===== src/rtl/lssc_pkg.sv =====
// Package for the lidar sector side compare block.
// Holds the configuration, job and result types and the fixed constants.
// Used by every module under rtl; depends on nothing.
package lssc_pkg;

    localparam int unsigned INDEX_W    = 12;
    localparam int unsigned RANGE_W    = 16;
    localparam int unsigned SUM_W      = 28;
    localparam int unsigned COUNT_W    = 13;
    localparam int unsigned MIN_W      = 17;
    localparam int unsigned CFG_ADDR_W = 2;
    localparam int unsigned CFG_DATA_W = 16;
    localparam int unsigned PROD_W     = SUM_W + COUNT_W;
    localparam int unsigned QUEUE_DEPTH = 2;

    localparam logic [MIN_W-1:0]   MIN_START = 17'd100000;
    localparam logic [SUM_W-1:0]   SUM_MAX   = {SUM_W{1'b1}};
    localparam logic [COUNT_W-1:0] COUNT_MAX = {COUNT_W{1'b1}};

    localparam logic [INDEX_W-1:0] LEFT_FIRST_RESET  = 12'd350;
    localparam logic [INDEX_W-1:0] LEFT_LAST_RESET   = 12'd527;
    localparam logic [INDEX_W-1:0] RIGHT_FIRST_RESET = 12'd529;
    localparam logic [RANGE_W-1:0] RANGE_LIMIT_RESET = 16'd12000;

    typedef enum logic [CFG_ADDR_W-1:0] {
        REG_LEFT_FIRST  = 2'd0,
        REG_LEFT_LAST   = 2'd1,
        REG_RIGHT_FIRST = 2'd2,
        REG_RANGE_LIMIT = 2'd3
    } t_reg_index;

    typedef struct packed {
        logic [INDEX_W-1:0] left_first;
        logic [INDEX_W-1:0] left_last;
        logic [INDEX_W-1:0] right_first;
        logic [RANGE_W-1:0] range_limit;
    } t_cfg;

    // Totals of one finished scan, handed from the front to the back.
    typedef struct packed {
        logic [SUM_W-1:0]   left_sum;
        logic [SUM_W-1:0]   right_sum;
        logic [COUNT_W-1:0] left_tally;
        logic [COUNT_W-1:0] right_tally;
        logic [MIN_W-1:0]   left_floor;
        logic [MIN_W-1:0]   right_floor;
    } t_job;

    typedef struct packed {
        logic             left_side;
        logic [MIN_W-1:0] left_floor;
        logic [MIN_W-1:0] right_floor;
    } t_result;

endpackage


===== src/rtl/lssc_fifo.sv =====
// Small synchronous queue used between the front, the back and the result port.
// Depends on lssc_pkg for the queue depth.
module lssc_fifo #(
    parameter int unsigned WIDTH = 8
) (
    input  logic             i_clk,
    input  logic             i_rst_n,
    input  logic             i_push,
    input  logic [WIDTH-1:0] i_data,
    output logic             o_full,
    input  logic             i_pop,
    output logic [WIDTH-1:0] o_data,
    output logic             o_empty
);
    localparam int unsigned DEPTH = lssc_pkg::QUEUE_DEPTH;
    localparam int unsigned PTR_W = (DEPTH > 1) ? $clog2(DEPTH) : 1;
    localparam int unsigned CNT_W = $clog2(DEPTH + 1);

    logic [WIDTH-1:0] r_mem [DEPTH];
    logic [PTR_W-1:0] r_wr_ptr;
    logic [PTR_W-1:0] r_rd_ptr;
    logic [CNT_W-1:0] r_count;
    logic             wr_en;
    logic             rd_en;

    assign o_full  = (r_count == CNT_W'(DEPTH));
    assign o_empty = (r_count == '0);
    assign wr_en   = i_push && !o_full;
    assign rd_en   = i_pop && !o_empty;
    assign o_data  = r_mem[r_rd_ptr];

    always_ff @(posedge i_clk) begin
        if (wr_en) begin
            r_mem[r_wr_ptr] <= i_data;
        end
    end

    always_ff @(posedge i_clk) begin
        if (!i_rst_n) begin
            r_wr_ptr <= '0;
            r_rd_ptr <= '0;
            r_count  <= '0;
        end else begin
            if (wr_en) begin
                r_wr_ptr <= (r_wr_ptr == PTR_W'(DEPTH - 1)) ? '0 : r_wr_ptr + 1'b1;
            end
            if (rd_en) begin
                r_rd_ptr <= (r_rd_ptr == PTR_W'(DEPTH - 1)) ? '0 : r_rd_ptr + 1'b1;
            end
            case ({wr_en, rd_en})
                2'b10:   r_count <= r_count + 1'b1;
                2'b01:   r_count <= r_count - 1'b1;
                default: r_count <= r_count;
            endcase
        end
    end

endmodule


===== src/rtl/lssc_front.sv =====
// Front part: counts sample indexes, sorts samples into the windows and
// accumulates sums, counts and minima; emits one job per scan. Uses lssc_pkg.
module lssc_front #(
    parameter int unsigned MAX_SAMPLES = 4096
) (
    input  logic                          i_clk,
    input  logic                          i_rst_n,
    input  lssc_pkg::t_cfg                i_cfg,
    input  logic                          i_accept,
    input  logic [lssc_pkg::RANGE_W-1:0]  i_range_mm,
    input  logic                          i_last,
    output logic                          o_job_push,
    output lssc_pkg::t_job                o_job
);
    localparam int unsigned IDX_W = $clog2(MAX_SAMPLES);
    localparam int unsigned CMP_W = (IDX_W > lssc_pkg::INDEX_W) ? IDX_W : lssc_pkg::INDEX_W;
    localparam logic [IDX_W-1:0] IDX_LAST = IDX_W'(MAX_SAMPLES - 1);

    logic [IDX_W-1:0]             r_index;
    lssc_pkg::t_job               r_acc;
    lssc_pkg::t_job               n_acc;
    logic [CMP_W-1:0]             idx_cmp;
    logic                         in_left;
    logic                         in_right;
    logic                         valid;
    logic [lssc_pkg::SUM_W:0]     sum_ext;
    logic [lssc_pkg::SUM_W-1:0]   sum_sat;
    logic [lssc_pkg::SUM_W-1:0]   win_sum;
    logic [lssc_pkg::COUNT_W-1:0] win_count;
    logic [lssc_pkg::MIN_W-1:0]   win_min;
    logic [lssc_pkg::MIN_W-1:0]   range_ext;
    logic [lssc_pkg::SUM_W-1:0]   upd_sum;
    logic [lssc_pkg::COUNT_W-1:0] upd_count;
    logic [lssc_pkg::MIN_W-1:0]   upd_min;

    assign idx_cmp  = CMP_W'(r_index);
    // An index inside both windows belongs to the left one only.
    assign in_left  = (idx_cmp >= CMP_W'(i_cfg.left_first)) &&
                      (idx_cmp <= CMP_W'(i_cfg.left_last));
    assign in_right = !in_left && (idx_cmp >= CMP_W'(i_cfg.right_first));
    assign valid    = (i_range_mm != '0) && (i_range_mm < i_cfg.range_limit);

    assign win_sum   = in_left ? r_acc.left_sum    : r_acc.right_sum;
    assign win_count = in_left ? r_acc.left_tally  : r_acc.right_tally;
    assign win_min   = in_left ? r_acc.left_floor  : r_acc.right_floor;
    assign range_ext = lssc_pkg::MIN_W'(i_range_mm);

    assign sum_ext   = {1'b0, win_sum} + (lssc_pkg::SUM_W + 1)'(i_range_mm);
    assign sum_sat   = sum_ext[lssc_pkg::SUM_W] ? lssc_pkg::SUM_MAX
                                                : sum_ext[lssc_pkg::SUM_W-1:0];
    assign upd_sum   = valid ? sum_sat : win_sum;
    assign upd_count = (valid && (win_count != lssc_pkg::COUNT_MAX)) ? win_count + 1'b1
                                                                     : win_count;
    assign upd_min   = (range_ext < win_min) ? range_ext : win_min;

    always_comb begin
        n_acc = r_acc;
        if (in_left) begin
            n_acc.left_sum   = upd_sum;
            n_acc.left_tally = upd_count;
            n_acc.left_floor = upd_min;
        end else if (in_right) begin
            n_acc.right_sum   = upd_sum;
            n_acc.right_tally = upd_count;
            n_acc.right_floor = upd_min;
        end
    end

    assign o_job_push = i_accept && i_last;
    assign o_job      = n_acc;

    always_ff @(posedge i_clk) begin
        if (!i_rst_n || (i_accept && i_last)) begin
            r_index           <= '0;
            r_acc.left_sum    <= '0;
            r_acc.right_sum   <= '0;
            r_acc.left_tally  <= '0;
            r_acc.right_tally <= '0;
            r_acc.left_floor  <= lssc_pkg::MIN_START;
            r_acc.right_floor <= lssc_pkg::MIN_START;
        end else if (i_accept) begin
            r_index <= (r_index == IDX_LAST) ? r_index : r_index + 1'b1;
            r_acc   <= n_acc;
        end
    end

endmodule


===== src/rtl/lssc_back.sv =====
// Back part: compares the two window means by cross-multiplication, with the
// products registered, and pushes results to the output queue. Uses lssc_pkg.
module lssc_back (
    input  logic               i_clk,
    input  logic               i_rst_n,
    input  lssc_pkg::t_job     i_job,
    input  logic               i_job_empty,
    output logic               o_job_pop,
    input  logic               i_res_full,
    output logic               o_res_push,
    output lssc_pkg::t_result  o_res
);
    logic                         r_valid;
    logic [lssc_pkg::PROD_W-1:0]  r_lhs;
    logic [lssc_pkg::PROD_W-1:0]  r_rhs;
    logic                         r_zero;
    logic [lssc_pkg::MIN_W-1:0]   r_left_floor;
    logic [lssc_pkg::MIN_W-1:0]   r_right_floor;
    logic                         advance;

    // The product stage moves on whenever the result queue can take its beat.
    assign advance    = !r_valid || !i_res_full;
    assign o_job_pop  = !i_job_empty && advance;
    assign o_res_push = r_valid && !i_res_full;

    assign o_res.left_side   = r_zero || (r_lhs < r_rhs);
    assign o_res.left_floor  = r_left_floor;
    assign o_res.right_floor = r_right_floor;

    always_ff @(posedge i_clk) begin
        if (!i_rst_n) begin
            r_valid <= 1'b0;
        end else if (advance) begin
            r_valid <= !i_job_empty;
        end
    end

    always_ff @(posedge i_clk) begin
        if (o_job_pop) begin
            r_lhs <= lssc_pkg::PROD_W'(i_job.left_sum) * lssc_pkg::PROD_W'(i_job.right_tally);
            r_rhs <= lssc_pkg::PROD_W'(i_job.right_sum) * lssc_pkg::PROD_W'(i_job.left_tally);
            r_zero        <= (i_job.left_tally == '0) || (i_job.right_tally == '0);
            r_left_floor  <= i_job.left_floor;
            r_right_floor <= i_job.right_floor;
        end
    end

endmodule


===== src/rtl/lidar_sector_side_compare.sv =====
// Top level of the lidar sector side compare block.
// Holds the configuration registers and joins front, back and the queues;
// depends on lssc_pkg, lssc_fifo, lssc_front and lssc_back.
//
// Usage: range samples of one scan enter on the input queue port, one beat
// per sample (i_push while o_full is low), with i_last on the final sample.
// Every scan yields exactly one result beat on the output queue port: the
// nearer side and the minima of both windows, held while o_empty is low and
// taken with i_pop. Samples are accepted one per cycle while o_full is low;
// the front registers the per-sample accumulate and minimum.
// A result reaches the output through the job queue, the multiply stage
// and the result queue, in that order; the result queue then holds it
// until i_pop takes it.
// Scans may be as short as one sample each; results then leave at one per
// cycle while the receiver pops each one. When it stalls, the result queue
// and then the job queue fill, and o_full rises once the job queue is full;
// every sample, the last of a scan too, flows in only while o_full is low.
// Configuration writes take effect from the next sample. Reset restores
// the register defaults, clears the scan totals and empties both queues.
module lidar_sector_side_compare #(
    parameter int unsigned MAX_SAMPLES = 4096
) (
    input  logic                             i_clk,
    input  logic                             i_rst_n,
    input  logic                             i_cfg_we,
    input  logic [lssc_pkg::CFG_ADDR_W-1:0]  i_cfg_index,
    input  logic [lssc_pkg::CFG_DATA_W-1:0]  i_cfg_wdata,
    input  logic                             i_push,
    output logic                             o_full,
    input  logic [lssc_pkg::RANGE_W-1:0]     i_range_mm,
    input  logic                             i_last,
    output logic                             o_empty,
    input  logic                             i_pop,
    output logic                             o_left_side,
    output logic                             o_right_side,
    output logic [lssc_pkg::MIN_W-1:0]       o_left_min_mm,
    output logic [lssc_pkg::MIN_W-1:0]       o_right_min_mm
);
    lssc_pkg::t_cfg    r_cfg;
    lssc_pkg::t_job    front_job;
    lssc_pkg::t_job    back_job;
    lssc_pkg::t_result back_res;
    lssc_pkg::t_result out_res;
    logic              accept;
    logic              job_push;
    logic              job_full;
    logic              job_empty;
    logic              job_pop;
    logic              res_push;
    logic              res_full;

    always_ff @(posedge i_clk) begin
        if (!i_rst_n) begin
            r_cfg.left_first  <= lssc_pkg::LEFT_FIRST_RESET;
            r_cfg.left_last   <= lssc_pkg::LEFT_LAST_RESET;
            r_cfg.right_first <= lssc_pkg::RIGHT_FIRST_RESET;
            r_cfg.range_limit <= lssc_pkg::RANGE_LIMIT_RESET;
        end else if (i_cfg_we) begin
            unique case (lssc_pkg::t_reg_index'(i_cfg_index))
                lssc_pkg::REG_LEFT_FIRST:
                    r_cfg.left_first  <= i_cfg_wdata[lssc_pkg::INDEX_W-1:0];
                lssc_pkg::REG_LEFT_LAST:
                    r_cfg.left_last   <= i_cfg_wdata[lssc_pkg::INDEX_W-1:0];
                lssc_pkg::REG_RIGHT_FIRST:
                    r_cfg.right_first <= i_cfg_wdata[lssc_pkg::INDEX_W-1:0];
                lssc_pkg::REG_RANGE_LIMIT:
                    r_cfg.range_limit <= i_cfg_wdata[lssc_pkg::RANGE_W-1:0];
                default: r_cfg <= r_cfg;
            endcase
        end
    end

    assign o_full = job_full;
    assign accept = i_push && !job_full;

    lssc_front #(
        .MAX_SAMPLES (MAX_SAMPLES)
    ) u_front (
        .i_clk      (i_clk),
        .i_rst_n    (i_rst_n),
        .i_cfg      (r_cfg),
        .i_accept   (accept),
        .i_range_mm (i_range_mm),
        .i_last     (i_last),
        .o_job_push (job_push),
        .o_job      (front_job)
    );

    lssc_fifo #(
        .WIDTH ($bits(lssc_pkg::t_job))
    ) u_job_queue (
        .i_clk   (i_clk),
        .i_rst_n (i_rst_n),
        .i_push  (job_push),
        .i_data  (front_job),
        .o_full  (job_full),
        .i_pop   (job_pop),
        .o_data  (back_job),
        .o_empty (job_empty)
    );

    lssc_back u_back (
        .i_clk       (i_clk),
        .i_rst_n     (i_rst_n),
        .i_job       (back_job),
        .i_job_empty (job_empty),
        .o_job_pop   (job_pop),
        .i_res_full  (res_full),
        .o_res_push  (res_push),
        .o_res       (back_res)
    );

    lssc_fifo #(
        .WIDTH ($bits(lssc_pkg::t_result))
    ) u_res_queue (
        .i_clk   (i_clk),
        .i_rst_n (i_rst_n),
        .i_push  (res_push),
        .i_data  (back_res),
        .o_full  (res_full),
        .i_pop   (i_pop),
        .o_data  (out_res),
        .o_empty (o_empty)
    );

    assign o_left_side    = out_res.left_side;
    assign o_right_side   = !out_res.left_side;
    assign o_left_min_mm  = out_res.left_floor;
    assign o_right_min_mm = out_res.right_floor;

`ifndef NO_ASSERTIONS
    // A sample that does not end a scan never produces a job.
    a_no_job_midscan: assert property (@(posedge i_clk) disable iff (!i_rst_n)
        (accept && !i_last) |-> !job_push)
        else $error("job pushed for a sample without the last flag");

    // The back never pushes a result into a full result queue.
    a_res_no_overflow: assert property (@(posedge i_clk) disable iff (!i_rst_n)
        res_push |-> !res_full)
        else $error("result pushed into a full queue");

    // A job popped from the queue shows up in the product stage in the next cycle.
    a_job_to_res: assert property (@(posedge i_clk) disable iff (!i_rst_n)
        (job_pop && !res_full) |=> (u_back.r_valid))
        else $error("popped job lost before the product stage");

    // Right after reset there is no result waiting.
    a_reset_empty: assert property (@(posedge i_clk)
        ($past(!i_rst_n) && i_rst_n) |-> o_empty)
        else $error("result queue not empty after reset");
`endif

endmodule

===== config.mk =====
export PLATFORM = sky130hd
export DESIGN_NAME = lidar_sector_side_compare
export DESIGN_NICKNAME = d
export VERILOG_FILES = /design/src/rtl/lssc_pkg.sv /design/src/rtl/lssc_fifo.sv /design/src/rtl/lssc_front.sv /design/src/rtl/lssc_back.sv /design/src/rtl/lidar_sector_side_compare.sv
export SDC_FILE = /design/constraint.sdc
export NUM_CORES = 2
export LEC_CHECK = 0
export ABC_CLOCK_PERIOD_IN_PS = 7500
export BUFFER_PORTS_ARGS = -buffer_cell sky130_fd_sc_hd__buf_2
export CORE_AREA = 4 4 330 332
export CTS_CLUSTER_SIZE = 10
export DETAILED_ROUTE_END_ITERATION = 8
export DIE_AREA = 0 0 334 336
export PLACE_DENSITY = 0.73
export RECOVER_POWER = 100
export SETUP_SLACK_MARGIN = 0.3
export SYNTH_ARGS = -nofsm -noshare
export SYNTH_HDL_FRONTEND = slang
export SYNTH_SLANG_ARGS = --single-unit

===== constraint.sdc =====
create_clock -name i_clk -period 7.5 [get_ports i_clk]
set_input_delay 0.375 -clock i_clk [delete_from_list [all_inputs] [get_ports i_clk]]
set_output_delay 0.375 -clock i_clk [all_outputs]
set_load 0.01 [all_outputs]

==> reports/metrics.csv <==
stage;metric;value;unit
floorplanning;Chip Width;334;µm
floorplanning;Starting Density;47.55;%
route;Residual DRC;0;
global_route;first-pass GRT wire length;211000;µm
timing;Final period util;93.41;%
critical_path;delay-heaviest family, CP;adder cells;
status;failing checks;max-capacitance violations, max-slew violations;
flow_run;max cap viols;12;
critical_path;Worst path max stage delay;590;ps
synthesis;synthesized area;0.05054;mm²
cts;Clock Sinks;610;
synthesis;largest family of logic cells by synthesized area;adder cells;
critical_path;CP max FO;34;
status;outcome;finished with violations;
cts;CTS tree;built;
global_route;grt ovf;0;
critical_path;critical path capture point type;flip-flop;
timing;minimum clock period;7006;ps
cts;TritonCTS Buffers;74;
critical_path;buffer and inverter count on the worst path;3;
cells_and_area;ratio of cells with drive above 1 in the final layout;8.396;%
timing;f_max;0.1427;GHz
synthesis;Synth Area in Simple Gates;12.49;%
cts;clk_lat worst skew;650;ps
cts;root buffer cell;clkbuf_16;
floorplanning;row count;120;
floorplanning;DIE AREA;0.1122;mm²
global_route;Total Routing Usage GR;23.94;%
synthesis;library cells used by synthesis;98;
critical_path;critical path data arrival time;7390;ps
timing;PnR worst setup slack;494.2;ps
worst_hold_path;Min-Delay Path Class;primary input to flip-flop;
timing;RSZ-0062 raised after global routing;yes;
place;Final Wtd Congestion;0.9627;
critical_path;Worst EP required;7880;ps
cts;H-tree depth;3;
timing;Max Transition Viols Final;472;
critical_path;Critical Path End;u_back.r_lhs[40];
floorplanning;Die Ht;336;µm
critical_path;crit path kind;flip-flop to flip-flop;
synthesis;Synth Area in Adders;30.07;%
route;drt pass-1 iters;6;
synthesis;post-synthesis cell count;5028;
cells_and_area;commonest non-fill, non-tap cell in the layout;inv_1;
floorplanning;IO Pins;78;
critical_path;Most common cell on crit path;fa_1;
critical_path;CP cell instances;buf_12 -> buf_6 -> mux2_1 -> nand2_1 -> fa_1 -> fa_1 -> fa_1 -> fa_1 -> fa_1 -> inv_1 -> ha_1 -> a21o_1 -> a311oi_1 -> o221ai_1 -> o21a_1 -> o211ai_1 -> nand3_1 -> a31o_2 -> a21oi_1 -> o21ai_0 -> xnor2_1;
critical_path;Crit-path slowest cell;mux2_1;
synthesis;xor/xnor share of the synthesized area;2.149;%
route;DR iter-0 viols;2982;
route;final WL;133900;µm
global_route;initial antenna violation count;1;
cts;CTS Buffer Depth;3;
route;WL/cell;20.34;µm
synthesis;post-synthesis compound-gate area fraction;8.966;%
timing;Slew @ Worst Pin;4004;ps
synthesis;Yosys reg bits;610;
synthesis;Post-synth EDFFs;419;
timing;Worst Skew;39.11;ps
place;IO buf count;77;
synthesis;Seq/Total Area, Yosys;32.46;%
floorplanning;core area;0.1063;mm²
cts;clock transition at the registers of the reported paths;60;ps
cells_and_area;final net count;6031;
critical_path;WP depth;21;
synthesis;syn avg cell area;10.05;µm²
route;post-route ant nets;0;
critical_path;FF-to-FF path depth;21;
synthesis;mux share of post-synthesis cell area;6.538;%
timing;setup TNS;0;ps
critical_path;worst r2r dst;u_back.r_lhs[40];
route;routed vias/inst;5.583;
critical_path;setup slack, reg-to-reg;490;ps
global_route;vias in the first global route;37450;
timing;Setup-failing EPs final;0;
synthesis;Synth Net Count;5939;
synthesis;async set or reset register ratio after synthesis;0;%
cells_and_area;Diodes inserted;0;
cells_and_area;area delta synth->final;9.162;%
timing;Final Hold Viols;0;
timing;Rel. slew slack;-167.0;%
critical_path;Startpoint Class;flip-flop;
route;DR vias;36760;
synthesis;ys flop type;edfxtp_1;
place;Setup WS pre-CTS;494.6;ps
global_route;largest net degree at the start of global routing;84;
place;Detailed Place HPWL;102400;µm
synthesis;Synth warnings;0;
cells_and_area;commonest non-fill, non-tap cells in the layout;785 x inv_1, 691 x nand2_1, 573 x fa_1;
-- logic make-up (layout without fill, tap and decap cells) --
family                   count (synthesis)  after routing
buffers and inverters                  975           1128
multiplexers                           305            305
AO/OA/AOI/OAI                          686            686
adder cells (fa/ha/maj)                871            871
XOR/XNOR                               124            124
AND/OR/NAND/NOR                       1457           1457
flip-flops                             610            610
-- tightest hold or removal path: stages --
cell and delay, ps:
buf_2 130, nand2_1 60, a21boi_0 60
-- cells in the mapped netlist, drive strengths merged (16+ instances only) --
library cell | count | area share, %
a211oi | 32 | 0.50
or3 | 18 | 0.22
nand3 | 69 | 0.69
and3 | 23 | 0.28
a21o | 71 | 1.1
clkbuf | 150 | 1.1
inv | 785 | 5.8
nand2 | 694 | 5.2
nand2b | 26 | 0.32
o211ai | 35 | 0.55
fa | 573 | 23
dfxtp | 191 | 7.6
mux2i | 107 | 2.1
xor2 | 39 | 0.68
o21bai | 16 | 0.24
a31oi | 21 | 0.27
nor2 | 427 | 3.2
ha | 298 | 7.4
buf | 40 | 0.38
nor2b | 18 | 0.22
a21oi | 178 | 1.8
nor3 | 29 | 0.30
nand4 | 51 | 0.64
a21boi | 38 | 0.56
o21ai | 163 | 1.6
or4 | 16 | 0.25
edfxtp | 419 | 25
mux2 | 198 | 4.4
o21a | 30 | 0.45
and2 | 40 | 0.50
xnor2 | 85 | 1.5
-- worst min path at each step --
stage / start / endpoint / slack [ps] / cells after the start
4_1_cts: i_cfg_wdata[11] / r_cfg[51] / 10 / 3
3_5_place_dp: u_back.r_left_floor[7] / u_res_queue.r_mem[0][24] / 430 / 0
5_1_grt: i_cfg_wdata[11] / r_cfg[51] / 20 / 3
2_1_floorplan: u_back.r_right_floor[0] / u_res_queue.r_mem[0][0] / 420 / 0
6_report: i_cfg_wdata[2] / r_cfg[2] / 40 / 3
3_3_place_gp: u_back.r_left_floor[0] / u_res_queue.r_mem[0][17] / 420 / 0
-- per-stage QoR --
stage                     instances  hold WS [ps]  util, %  cell area, µm²
after CTS                      6584         9.519    52.10           55390
after global placement         6441         424.1    49.85           52990
after detailed placement       6441         433.0    49.85           52990
final                          6584         44.62    51.90           55170
after global routing           6584         24.97    51.90           55170
after floorplan                5028         421.5        -           50550
-- sequential cells by signal (all words and copies together), names as in the netlist, named ones only --
signal	flops
u_res_queue.r_count	2
u_back.r_rhs	41
u_res_queue.r_rd_ptr	1
u_job_queue.r_mem	232
u_front.idx_cmp	12
u_back.r_left_floor	17
u_job_queue.r_rd_ptr	1
u_res_queue.r_wr_ptr	1
r_cfg	52
u_res_queue.r_mem	70
u_front.r_acc	116
u_back.r_right_floor	17
u_back.r_lhs	41
u_job_queue.r_wr_ptr	1
u_job_queue.r_count	2
u_back.r_valid	1
u_back.r_zero	1
-- what timing repair did --
item / 4_1_cts / 5_1_grt
hold buffers: 6 / 0
endpoints found under the hold margin: 8 / 0
gates resized for setup: 0 / 12
endpoints found under the setup margin: 0 / 6
buffers inserted: 0 / 0
-- layout make-up --
cell class	instances	area, µm²
Clock buffer	124	2091
Clock inverter	13	247.7
Fill cell	9376	51130
Inverter	785	2947
Multi-Input combinational cell	3443	30440
Sequential cell	610	16410
Tap cell	1403	1755
Timing Repair Buffer	206	1281
-- layer usage --
| layer | vias to the layer above | track usage [%] | wire length (µm) |
|---|---|---|---|
| li1 | 16750 | - | - |
| met1 | 18220 | 31.14 | 54100 |
| met2 | 1528 | 39.22 | 62450 |
| met3 | 257 | 5.043 | 11390 |
| met4 | 0 | 9.910 | 5966 |
| met5 | - | 0 | 0 |
Power is left out: the tool's default activity adds up to more than one toggle a clock period on the data nets, which glitch-free logic cannot reach.
